$ cat config.mk
export PLATFORM = sky130hd
export DESIGN_NAME = priority_round_robin_scheduler_unit_flat
export DESIGN_NICKNAME = d
export VERILOG_FILES = /design/src/hdl/prrs_pkg.sv /design/src/hdl/prrs_if.sv /design/src/hdl/prrs_slot_mem.sv /design/src/hdl/prrs_seq.sv /design/src/hdl/priority_round_robin_scheduler_unit.sv /design/src/flat_wrapper.sv
export SDC_FILE = /design/constraint.sdc
export NUM_CORES = 1
export LEC_CHECK = 0
export BUFFER_PORTS_ARGS = -buffer_cell sky130_fd_sc_hd__buf_2
export CORE_UTILIZATION = 55
export DETAILED_ROUTE_END_ITERATION = 8
export PLACE_DENSITY = 0.68
export SLEW_MARGIN = 0
export SYNTH_ARGS = -nofsm -noshare
export SYNTH_HDL_FRONTEND = slang
export SYNTH_HIERARCHICAL = 1
export SYNTH_SLANG_ARGS = --single-unit
$ cat constraint.sdc
create_clock -name clk -period 8.05 [get_ports clk]
set_input_delay 1.61 -clock clk [delete_from_list [all_inputs] [get_ports clk]]
set_output_delay 1.61 -clock clk [all_outputs]
set_load 0.005 [all_outputs]
$ cat src/hdl/prrs_pkg.sv
// shared constants and types for the priority round-robin scheduler
package prrs_pkg;

  localparam int LEVELS      = 4;
  localparam int QUEUE_DEPTH = 16;
  localparam int LVL_W       = (LEVELS > 1) ? $clog2(LEVELS) : 1;
  localparam int POS_W       = $clog2(QUEUE_DEPTH);
  localparam int CNT_W       = $clog2(QUEUE_DEPTH + 1);
  localparam int SLOT_W      = LVL_W + POS_W;
  localparam int SLOTS       = LEVELS * QUEUE_DEPTH;

  localparam logic [2:0] KIND_SCHEDULE    = 3'd0;
  localparam logic [2:0] KIND_YIELD       = 3'd1;
  localparam logic [2:0] KIND_BLOCK       = 3'd2;
  localparam logic [2:0] KIND_UNBLOCK     = 3'd3;
  localparam logic [2:0] KIND_UNBLOCK_ALL = 3'd4;

  typedef struct packed {
    logic [2:0] kind;
    logic [7:0] task_id;
    logic [1:0] priority_req;
  } req_t;

  typedef struct packed {
    logic       running_valid;
    logic [7:0] running_task;
    logic       queue_full;
  } rsp_t;

  // slot memory access from the sequencer
  typedef struct packed {
    logic              we;
    logic [SLOT_W-1:0] waddr;
    logic [7:0]        wtask;
    logic              wblk;
    logic [SLOT_W-1:0] raddr;
  } mem_req_t;

  typedef struct packed {
    logic [7:0] task_id;
    logic       blk;
  } mem_rsp_t;

  // map a level and a ring position to a flat slot address
  function automatic logic [SLOT_W-1:0] slot_addr(input logic [LVL_W-1:0] lvl,
                                                  input logic [POS_W-1:0] pos);
    logic [SLOT_W+POS_W:0] a;
    a = (SLOT_W+POS_W+1)'(lvl) * (SLOT_W+POS_W+1)'(QUEUE_DEPTH)
        + (SLOT_W+POS_W+1)'(pos);
    return a[SLOT_W-1:0];
  endfunction

  function automatic logic [POS_W-1:0] pos_inc(input logic [POS_W-1:0] p);
    return (32'(p) == QUEUE_DEPTH - 1) ? '0 : p + POS_W'(1);
  endfunction

endpackage

$ cat src/hdl/prrs_if.sv
// valid/ready channel carrying one payload
interface prrs_if #(parameter type payload_t = logic) (input logic clk);
  logic     valid;
  logic     ready;
  payload_t data;
  modport source (output valid, output data, input ready);
  modport sink (input valid, input data, output ready);
endinterface

$ cat src/hdl/prrs_slot_mem.sv
// slot memory holding task ids and blocked marks of every level
module prrs_slot_mem (
  input  logic              clk,
  input  prrs_pkg::mem_req_t mreq,
  output prrs_pkg::mem_rsp_t mrsp
);
  import prrs_pkg::*;

  logic [7:0] task_mem [SLOTS];
  logic       blk_mem  [SLOTS];

  // one write and one registered read per cycle
  always_ff @(posedge clk) begin
    if (mreq.we) begin
      task_mem[mreq.waddr] <= mreq.wtask;
      blk_mem[mreq.waddr]  <= mreq.wblk;
    end
    mrsp.task_id <= task_mem[mreq.raddr];
    mrsp.blk     <= blk_mem[mreq.raddr];
  end
endmodule

$ cat src/hdl/prrs_seq.sv
// sequencer that walks the slot memory one entry per step
module prrs_seq (
  input  logic               clk,
  input  logic               rst_n,
  input  logic               start,
  input  prrs_pkg::req_t     req,
  output logic               busy,
  output logic               done,
  output prrs_pkg::rsp_t     rsp,
  output prrs_pkg::mem_req_t mreq,
  input  prrs_pkg::mem_rsp_t mrsp
);
  import prrs_pkg::*;

  typedef enum logic [2:0] {
    S_IDLE, S_YIELD, S_PICK_RD, S_PICK_CHK, S_MARK_RD, S_MARK_CHK, S_ALL, S_DONE
  } state_t;

  state_t            state_r, state_nxt;
  logic [POS_W-1:0]  head_r [LEVELS];
  logic [POS_W-1:0]  tail_r [LEVELS];
  logic [CNT_W-1:0]  cnt_r  [LEVELS];
  logic [POS_W-1:0]  head_nxt [LEVELS];
  logic [POS_W-1:0]  tail_nxt [LEVELS];
  logic [CNT_W-1:0]  cnt_nxt  [LEVELS];
  logic              run_v_r, run_v_nxt;
  logic [7:0]        run_id_r, run_id_nxt;
  logic [LVL_W-1:0]  run_lvl_r, run_lvl_nxt;
  logic              full_r, full_nxt;
  logic [LVL_W-1:0]  lvl_r, lvl_nxt;
  logic [CNT_W-1:0]  i_r, i_nxt;
  logic [7:0]        id_r, id_nxt;
  logic              blk_r, blk_nxt;
  logic [LVL_W-1:0]  req_lvl;
  logic [POS_W-1:0]  mark_pos;
  logic              state_is_all_r;

  // saturate priority to the deepest level
  always_comb begin
    if (32'(req.priority_req) >= LEVELS) req_lvl = LVL_W'(LEVELS - 1);
    else req_lvl = LVL_W'(req.priority_req);
  end

  // ring position of the i-th entry in the scanned level
  always_comb begin
    logic [POS_W:0] s;
    s = (POS_W+1)'(head_r[lvl_r]) + (POS_W+1)'(i_r);
    if (32'(s) >= QUEUE_DEPTH) s = s - (POS_W+1)'(QUEUE_DEPTH);
    mark_pos = s[POS_W-1:0];
  end

  assign busy = (state_r != S_IDLE);
  assign done = (state_r == S_DONE);
  assign rsp.running_valid = run_v_r;
  assign rsp.running_task  = run_v_r ? run_id_r : 8'd0;
  assign rsp.queue_full    = full_r;

  // next state, queue pointers and memory commands
  always_comb begin
    state_nxt = state_r;
    head_nxt = head_r; tail_nxt = tail_r; cnt_nxt = cnt_r;
    run_v_nxt = run_v_r; run_id_nxt = run_id_r; run_lvl_nxt = run_lvl_r;
    full_nxt = full_r; lvl_nxt = lvl_r; i_nxt = i_r;
    id_nxt = id_r; blk_nxt = blk_r;
    mreq = '0;
    unique case (state_r)
      S_IDLE: begin
        if (start) begin
          full_nxt = 1'b0;
          id_nxt = req.task_id;
          lvl_nxt = req_lvl;
          i_nxt = '0;
          state_nxt = S_DONE;
          unique case (req.kind)
            KIND_SCHEDULE: begin
              if (32'(cnt_r[req_lvl]) >= QUEUE_DEPTH) full_nxt = 1'b1;
              else begin
                mreq.we = 1'b1;
                mreq.waddr = slot_addr(req_lvl, tail_r[req_lvl]);
                mreq.wtask = req.task_id;
                mreq.wblk = 1'b0;
                tail_nxt[req_lvl] = pos_inc(tail_r[req_lvl]);
                cnt_nxt[req_lvl] = cnt_r[req_lvl] + CNT_W'(1);
              end
              if (!run_v_r) begin
                lvl_nxt = '0;
                state_nxt = S_PICK_RD;
              end
            end
            KIND_YIELD: state_nxt = S_YIELD;
            KIND_BLOCK: begin
              if (run_v_r && run_id_r == req.task_id) begin
                if (32'(cnt_r[req_lvl]) >= QUEUE_DEPTH) full_nxt = 1'b1;
                else begin
                  mreq.we = 1'b1;
                  mreq.waddr = slot_addr(req_lvl, tail_r[req_lvl]);
                  mreq.wtask = req.task_id;
                  mreq.wblk = 1'b1;
                  tail_nxt[req_lvl] = pos_inc(tail_r[req_lvl]);
                  cnt_nxt[req_lvl] = cnt_r[req_lvl] + CNT_W'(1);
                end
                run_v_nxt = 1'b0;
                run_id_nxt = '0;
                lvl_nxt = '0;
                state_nxt = S_PICK_RD;
              end else begin
                blk_nxt = 1'b1;
                state_nxt = S_MARK_RD;
              end
            end
            KIND_UNBLOCK: begin
              blk_nxt = 1'b0;
              state_nxt = S_MARK_RD;
            end
            KIND_UNBLOCK_ALL: begin
              lvl_nxt = '0;
              state_nxt = S_ALL;
            end
            default: state_nxt = S_DONE;
          endcase
        end
      end
      // return the running task to its level
      S_YIELD: begin
        if (run_v_r) begin
          if (32'(cnt_r[run_lvl_r]) >= QUEUE_DEPTH) full_nxt = 1'b1;
          else begin
            mreq.we = 1'b1;
            mreq.waddr = slot_addr(run_lvl_r, tail_r[run_lvl_r]);
            mreq.wtask = run_id_r;
            mreq.wblk = 1'b0;
            tail_nxt[run_lvl_r] = pos_inc(tail_r[run_lvl_r]);
            cnt_nxt[run_lvl_r] = cnt_r[run_lvl_r] + CNT_W'(1);
          end
          run_v_nxt = 1'b0;
          run_id_nxt = '0;
        end
        lvl_nxt = '0;
        i_nxt = '0;
        state_nxt = S_PICK_RD;
      end
      // read the head entry of the current level, or move on once the level is scanned
      S_PICK_RD: begin
        if (i_r >= cnt_r[lvl_r]) begin
          i_nxt = '0;
          if (32'(lvl_r) == LEVELS - 1) state_nxt = S_DONE;
          else lvl_nxt = lvl_r + LVL_W'(1);
        end else begin
          mreq.raddr = slot_addr(lvl_r, head_r[lvl_r]);
          state_nxt = S_PICK_CHK;
        end
      end
      // take an unblocked head or rotate a blocked one to the tail
      S_PICK_CHK: begin
        head_nxt[lvl_r] = pos_inc(head_r[lvl_r]);
        if (!mrsp.blk) begin
          cnt_nxt[lvl_r] = cnt_r[lvl_r] - CNT_W'(1);
          run_v_nxt = 1'b1;
          run_id_nxt = mrsp.task_id;
          run_lvl_nxt = lvl_r;
          state_nxt = S_DONE;
        end else begin
          mreq.we = 1'b1;
          mreq.waddr = slot_addr(lvl_r, tail_r[lvl_r]);
          mreq.wtask = mrsp.task_id;
          mreq.wblk = 1'b1;
          tail_nxt[lvl_r] = pos_inc(tail_r[lvl_r]);
          i_nxt = i_r + CNT_W'(1);
          state_nxt = S_PICK_RD;
        end
      end
      // search the level for the first matching id
      S_MARK_RD: begin
        if (i_r >= cnt_r[lvl_r]) state_nxt = S_DONE;
        else begin
          mreq.raddr = slot_addr(lvl_r, mark_pos);
          state_nxt = S_MARK_CHK;
        end
      end
      S_MARK_CHK: begin
        if (mrsp.task_id == id_r) begin
          mreq.we = 1'b1;
          mreq.waddr = slot_addr(lvl_r, mark_pos);
          mreq.wtask = id_r;
          mreq.wblk = blk_r;
          state_nxt = S_DONE;
        end else begin
          i_nxt = i_r + CNT_W'(1);
          state_nxt = S_MARK_RD;
        end
      end
      // clear blocked marks, ids come back from a read first
      S_ALL: begin
        if (i_r >= cnt_r[lvl_r]) begin
          i_nxt = '0;
          if (32'(lvl_r) == LEVELS - 1) state_nxt = S_DONE;
          else lvl_nxt = lvl_r + LVL_W'(1);
        end else begin
          mreq.raddr = slot_addr(lvl_r, mark_pos);
          blk_nxt = 1'b1;
          state_nxt = S_MARK_CHK;
          id_nxt = id_r;
        end
      end
      S_DONE: state_nxt = S_IDLE;
      default: state_nxt = S_IDLE;
    endcase
    // unblock-all reuses the check step with a forced match
    if (state_r == S_MARK_CHK && blk_r && state_is_all_r) begin
      mreq.we = 1'b1;
      mreq.waddr = slot_addr(lvl_r, mark_pos);
      mreq.wtask = mrsp.task_id;
      mreq.wblk = 1'b0;
      i_nxt = i_r + CNT_W'(1);
      state_nxt = S_ALL;
    end
  end

  // state and registered results
  always_ff @(posedge clk) begin
    if (!rst_n) begin
      state_r <= S_IDLE;
      run_v_r <= 1'b0;
      run_id_r <= '0;
      run_lvl_r <= '0;
      full_r <= 1'b0;
      state_is_all_r <= 1'b0;
      for (int l = 0; l < LEVELS; l++) begin
        head_r[l] <= '0;
        tail_r[l] <= '0;
        cnt_r[l]  <= '0;
      end
    end else begin
      state_r <= state_nxt;
      run_v_r <= run_v_nxt;
      run_id_r <= run_id_nxt;
      run_lvl_r <= run_lvl_nxt;
      full_r <= full_nxt;
      head_r <= head_nxt;
      tail_r <= tail_nxt;
      cnt_r <= cnt_nxt;
      if (state_r == S_IDLE) state_is_all_r <= start && (req.kind == KIND_UNBLOCK_ALL);
    end
  end

  always_ff @(posedge clk) begin
    lvl_r <= lvl_nxt;
    i_r <= i_nxt;
    id_r <= id_nxt;
    blk_r <= blk_nxt;
  end
endmodule

$ cat src/hdl/priority_round_robin_scheduler_unit.sv
// Priority round-robin scheduler top level. One request is accepted when in_ready is high;
// the block then works alone and raises out_valid once its work is done, paced by one slot
// memory read per scanned entry. in_ready stays low until out_valid has been taken, so the
// block takes no new request before the last result is through. Each request yields one beat.
module priority_round_robin_scheduler_unit (
  input logic clk,
  input logic rst_n,
  prrs_if.sink   in_ch,
  prrs_if.source out_ch
);
  import prrs_pkg::*;

  prrs_pkg::mem_req_t mreq;
  prrs_pkg::mem_rsp_t mrsp;
  rsp_t               rsp;
  logic               busy, done, start;
  logic               out_v_r;
  rsp_t               out_d_r;

  assign in_ch.ready = !busy && !out_v_r;
  assign start = in_ch.valid && in_ch.ready;

  prrs_seq u_seq (
    .clk(clk), .rst_n(rst_n), .start(start), .req(in_ch.data),
    .busy(busy), .done(done), .rsp(rsp), .mreq(mreq), .mrsp(mrsp)
  );

  prrs_slot_mem u_mem (.clk(clk), .mreq(mreq), .mrsp(mrsp));

  // output register
  always_ff @(posedge clk) begin
    if (!rst_n) begin
      out_v_r <= 1'b0;
    end else if (done) begin
      out_v_r <= 1'b1;
    end else if (out_ch.ready) begin
      out_v_r <= 1'b0;
    end
  end

  always_ff @(posedge clk) begin
    if (done) out_d_r <= rsp;
  end

  assign out_ch.valid = out_v_r;
  assign out_ch.data  = out_d_r;

  // handshake and result sanity checks
  a_no_accept_busy: assert property (@(posedge clk) disable iff (!rst_n)
    busy |-> !in_ch.ready) else $error("accept while busy");
  a_done_once: assert property (@(posedge clk) disable iff (!rst_n)
    done |=> !done) else $error("done held");
  a_idle_task: assert property (@(posedge clk) disable iff (!rst_n)
    (out_v_r && !out_d_r.running_valid) |-> (out_d_r.running_task == 8'd0))
    else $error("idle task nonzero");
endmodule
$ cat src/flat_wrapper.sv
// flat-port wrapper written by rule: the top's interface ports become plain ports
module priority_round_robin_scheduler_unit_flat import prrs_pkg::*;
  (clk, rst_n, in_ch_valid, in_ch_data, in_ch_ready, out_ch_valid, out_ch_data, out_ch_ready);
  prrs_if in_ch_i (.clk(clk));
  prrs_if out_ch_i (.clk(clk));
  input logic clk;
  input logic rst_n;
  input wire logic [$bits(in_ch_i.valid)-1:0] in_ch_valid;
  input wire logic [$bits(in_ch_i.data)-1:0] in_ch_data;
  output wire logic [$bits(in_ch_i.ready)-1:0] in_ch_ready;
  output wire logic [$bits(out_ch_i.valid)-1:0] out_ch_valid;
  output wire logic [$bits(out_ch_i.data)-1:0] out_ch_data;
  input wire logic [$bits(out_ch_i.ready)-1:0] out_ch_ready;
  assign in_ch_i.valid = in_ch_valid;
  assign in_ch_i.data = in_ch_data;
  assign in_ch_ready = in_ch_i.ready;
  assign out_ch_valid = out_ch_i.valid;
  assign out_ch_data = out_ch_i.data;
  assign out_ch_i.ready = out_ch_ready;
  priority_round_robin_scheduler_unit u_core (.clk(clk), .rst_n(rst_n), .in_ch(in_ch_i), .out_ch(out_ch_i));
endmodule
==> flow_summary.json <==
{
  "first_iter_violations": 2301,
  "layout-drive-gt1-share_pct": 17.9,
  "place_area_um2": 30400,
  "wl_mm": 72.8,
  "seq_power_share_pct": 43.7,
  "rsz0062_at_grt": "no",
  "htreeDepth": 3,
  "hold_path.class": "reg2reg",
  "clock_latency_ns": 0.63,
  "crit_arrival_ns": 6.94,
  "worstHoldPathCells": 0,
  "clkSinkCount": 671,
  "met3_usage_pct": 4.99,
  "die_h_um": 234,
  "cts_root_buffer": "clkbuf_16",
  "grt_use_met1_pct": 39.2,
  "rr_startpoint": "u_core/u_seq/lvl_r[0]",
  "hold_ws_ns": 0.443,
  "ant_nets": 0,
  "cts_hold_buf": 0,
  "crit_start": "u_core/u_seq/lvl_r[0]",
  "grt_overflow": 0,
  "tightestPinTransition_ns": 1.24,
  "grtUsageMet2_pct": 42.3,
  "final_area_um2": 32700,
  "netlist_instances": 1879,
  "grt_usage_pct": 27.2,
  "cts_setup_buffers": 0,
  "r2r_end": "u_core/u_mem/mrsp[7]",
  "dieArea_um2": 54900,
  "p_switching_mw": 2.89,
  "worst_ep_required_time_ns": 8.59,
  "r2r_slack_ns": 1.65,
  "initial_core_util_pct": 56.1,
  "cts_resized": 0,
  "dp_hpwl_mm": 44.6,
  "swShare_pct": 30.6,
  "leakagePower_nw": 9.58,
  "drc": 0,
  "hold_path.startpoint": "u_core/u_seq/full_r",
  "post-route-worst-setup-slack_ns": 1.65,
  "core_area_um2": 53000,
  "layout_commonest_cell": "edfxtp_1",
  "grt_pass1_vias": 17133,
  "nNetsFinal": 1926,
  "power_frac_clock_pct": 33.7,
  "power_mw": 9.43,
  "grt_pass1_wl_mm": 109,
  "gr-max-usage-layer": "met2",
  "path_max_fanout": 44,
  "relSlewSlack_pct": 17.0,
  "path_class": "reg2reg",
  "power_density_nw_per_um2": 289,
  "startpoint_type": "register",
  "yosysWarnings": 6,
  "pwr-share-comb_pct": 22.5,
  "firstDrtPassIters": 9,
  "vias": 17596,
  "final.setup.tns_ns": 0,
  "cts_tree": "built",
  "cp-end-kind": "register",
  "maxCapViolCount": 0,
  "fp.dieW_um": 234,
  "finalCritPeriodShare_pct": 79.5,
  "maxSlewViolCount": 0,
  "grt_max_degree": 72,
  "fillers": 3809,
  "antenna_found_initial": 0,
  "outcome": "complete, no violations",
  "hold_viol_final": 0,
  "vdd_drop_max_uv": 244,
  "pre_cts_slack_ns": 1.84,
  "syn_area_um2": 29700,
  "setup_viol": 0,
  "hold_end": "u_core/out_ch.data",
  "synthToLayoutAreaGrowth_pct": 9.93,
  "intPower_mw": 6.54,
  "num_io_pins": 8,
  "cts.clk_slew.worst_paths_ns": 0.06,
  "fin_skew_ns": 0.0270,
  "worstRegToRegCells": 16,
  "cts_made_buffers": 70,
  "final_cell_mix": "593 x edfxtp_1, 154 x nor2_1, 146 x mux4_2",
  "placementRows": 84,
  "clockBufferDepth": 3,
  "post-route-min-period_ns": 6.40,
  "wl_per_cell_um": 27.5,
  "vias_per_cell": 6.65,
  "place.gp.congestion": 0.883,
  "fmax_mhz": 156,
  "synth.avg_cell_area_um2": 15.8,
  "port_buffers": 7
}
==> cell type report <==
class                      count  area [um2]  area share, %
antenna                        1        2.50        0.00766
clock buffer                  94        1960           6.02
clock inverter                34         317          0.970
inverter                      19        71.3          0.218
multi-input combinational   1101        9760           29.9
sequential                   671       19400           59.3
tap                          688         861           2.64
timing repair buffer          37         310          0.950
==> layer usage <==
metal / vias up / part of all wire [%]
li1: 7520 / -
met1: 8953 / 41
met2: 972 / 47
met3: 151 / 9.2
met4: 0 / 2.5
met5: - / 0
==> through the flow <==
stage               cells  util, %
finish               2645     61.6
global route         2644     61.6
CTS                  2644     61.6
detailed placement   2516     57.3
global placement     2516     57.3
floorplan            1912        -
==> critical path: stages (launching register included) <==
cell       delay, ns
edfxtp_1        0.32
buf_4           0.37
mux4_2          0.65
ha_1            0.30
nand2b_1        0.14
a21o_1          0.18
a21o_1          0.17
a21o_1          0.17
a21o_1          0.25
nand2b_1        0.42
nor2_4          0.69
buf_4           0.65
mux4_2          0.34
mux2i_1         0.10
a2111oi_0       1.06
nand2_1         0.35
o21ai_0         0.15
==> power by group through the flow <==
| stage | clock [mW] | sequential [mW] | combinational (mW) |
|---|---|---|---|
| after floorplan | 0 | 4.09 | 1.56 |
| after global placement | 0 | 4.18 | 2.05 |
| after detailed placement | 0 | 4.19 | 2.08 |
| after CTS | 3.23 | 4.11 | 2.09 |
| after global routing | 3.35 | 4.14 | 2.26 |
| final | 3.18 | 4.12 | 2.12 |
==> flip-flops by register name, summed over array words and instances, names as in the netlist <==
register                     cells
u_core/u_seq/run_lvl_r           2
u_core/u_mem/mrsp                9
u_core/u_seq/blk_r               1
u_core/u_mem/blk_mem            64
u_core/u_seq/i_r                 5
u_core/out_ch.valid              1
u_core/u_seq/run_id_r            8
u_core/u_seq/state_r             3
u_core/u_seq/head_r             16
u_core/u_seq/id_r                8
u_core/u_seq/tail_r             16
u_core/u_seq/cnt_r              20
u_core/u_mem/task_mem          512
u_core/u_seq/lvl_r               2
u_core/u_seq/state_is_all_r      1
u_core/u_seq/run_v_r             1
u_core/u_seq/full_r              1
u_core/out_ch.data               1
==> worst max path at each step <==
stage	end	slack (ns)	depth (start not counted)
6_report	u_core/u_mem/mrsp[7]	1.65	16
5_1_grt	u_core/u_mem/mrsp[7]	1.63	16
4_1_cts	u_core/u_mem/mrsp[7]	1.82	16
3_5_place_dp	u_core/u_mem/mrsp[7]	1.84	16
3_3_place_gp	u_core/u_mem/mrsp[7]	1.85	16
2_1_floorplan	u_core/u_mem/task_mem[0][3]	3.33	8
(Power assumes the default switching activity.)
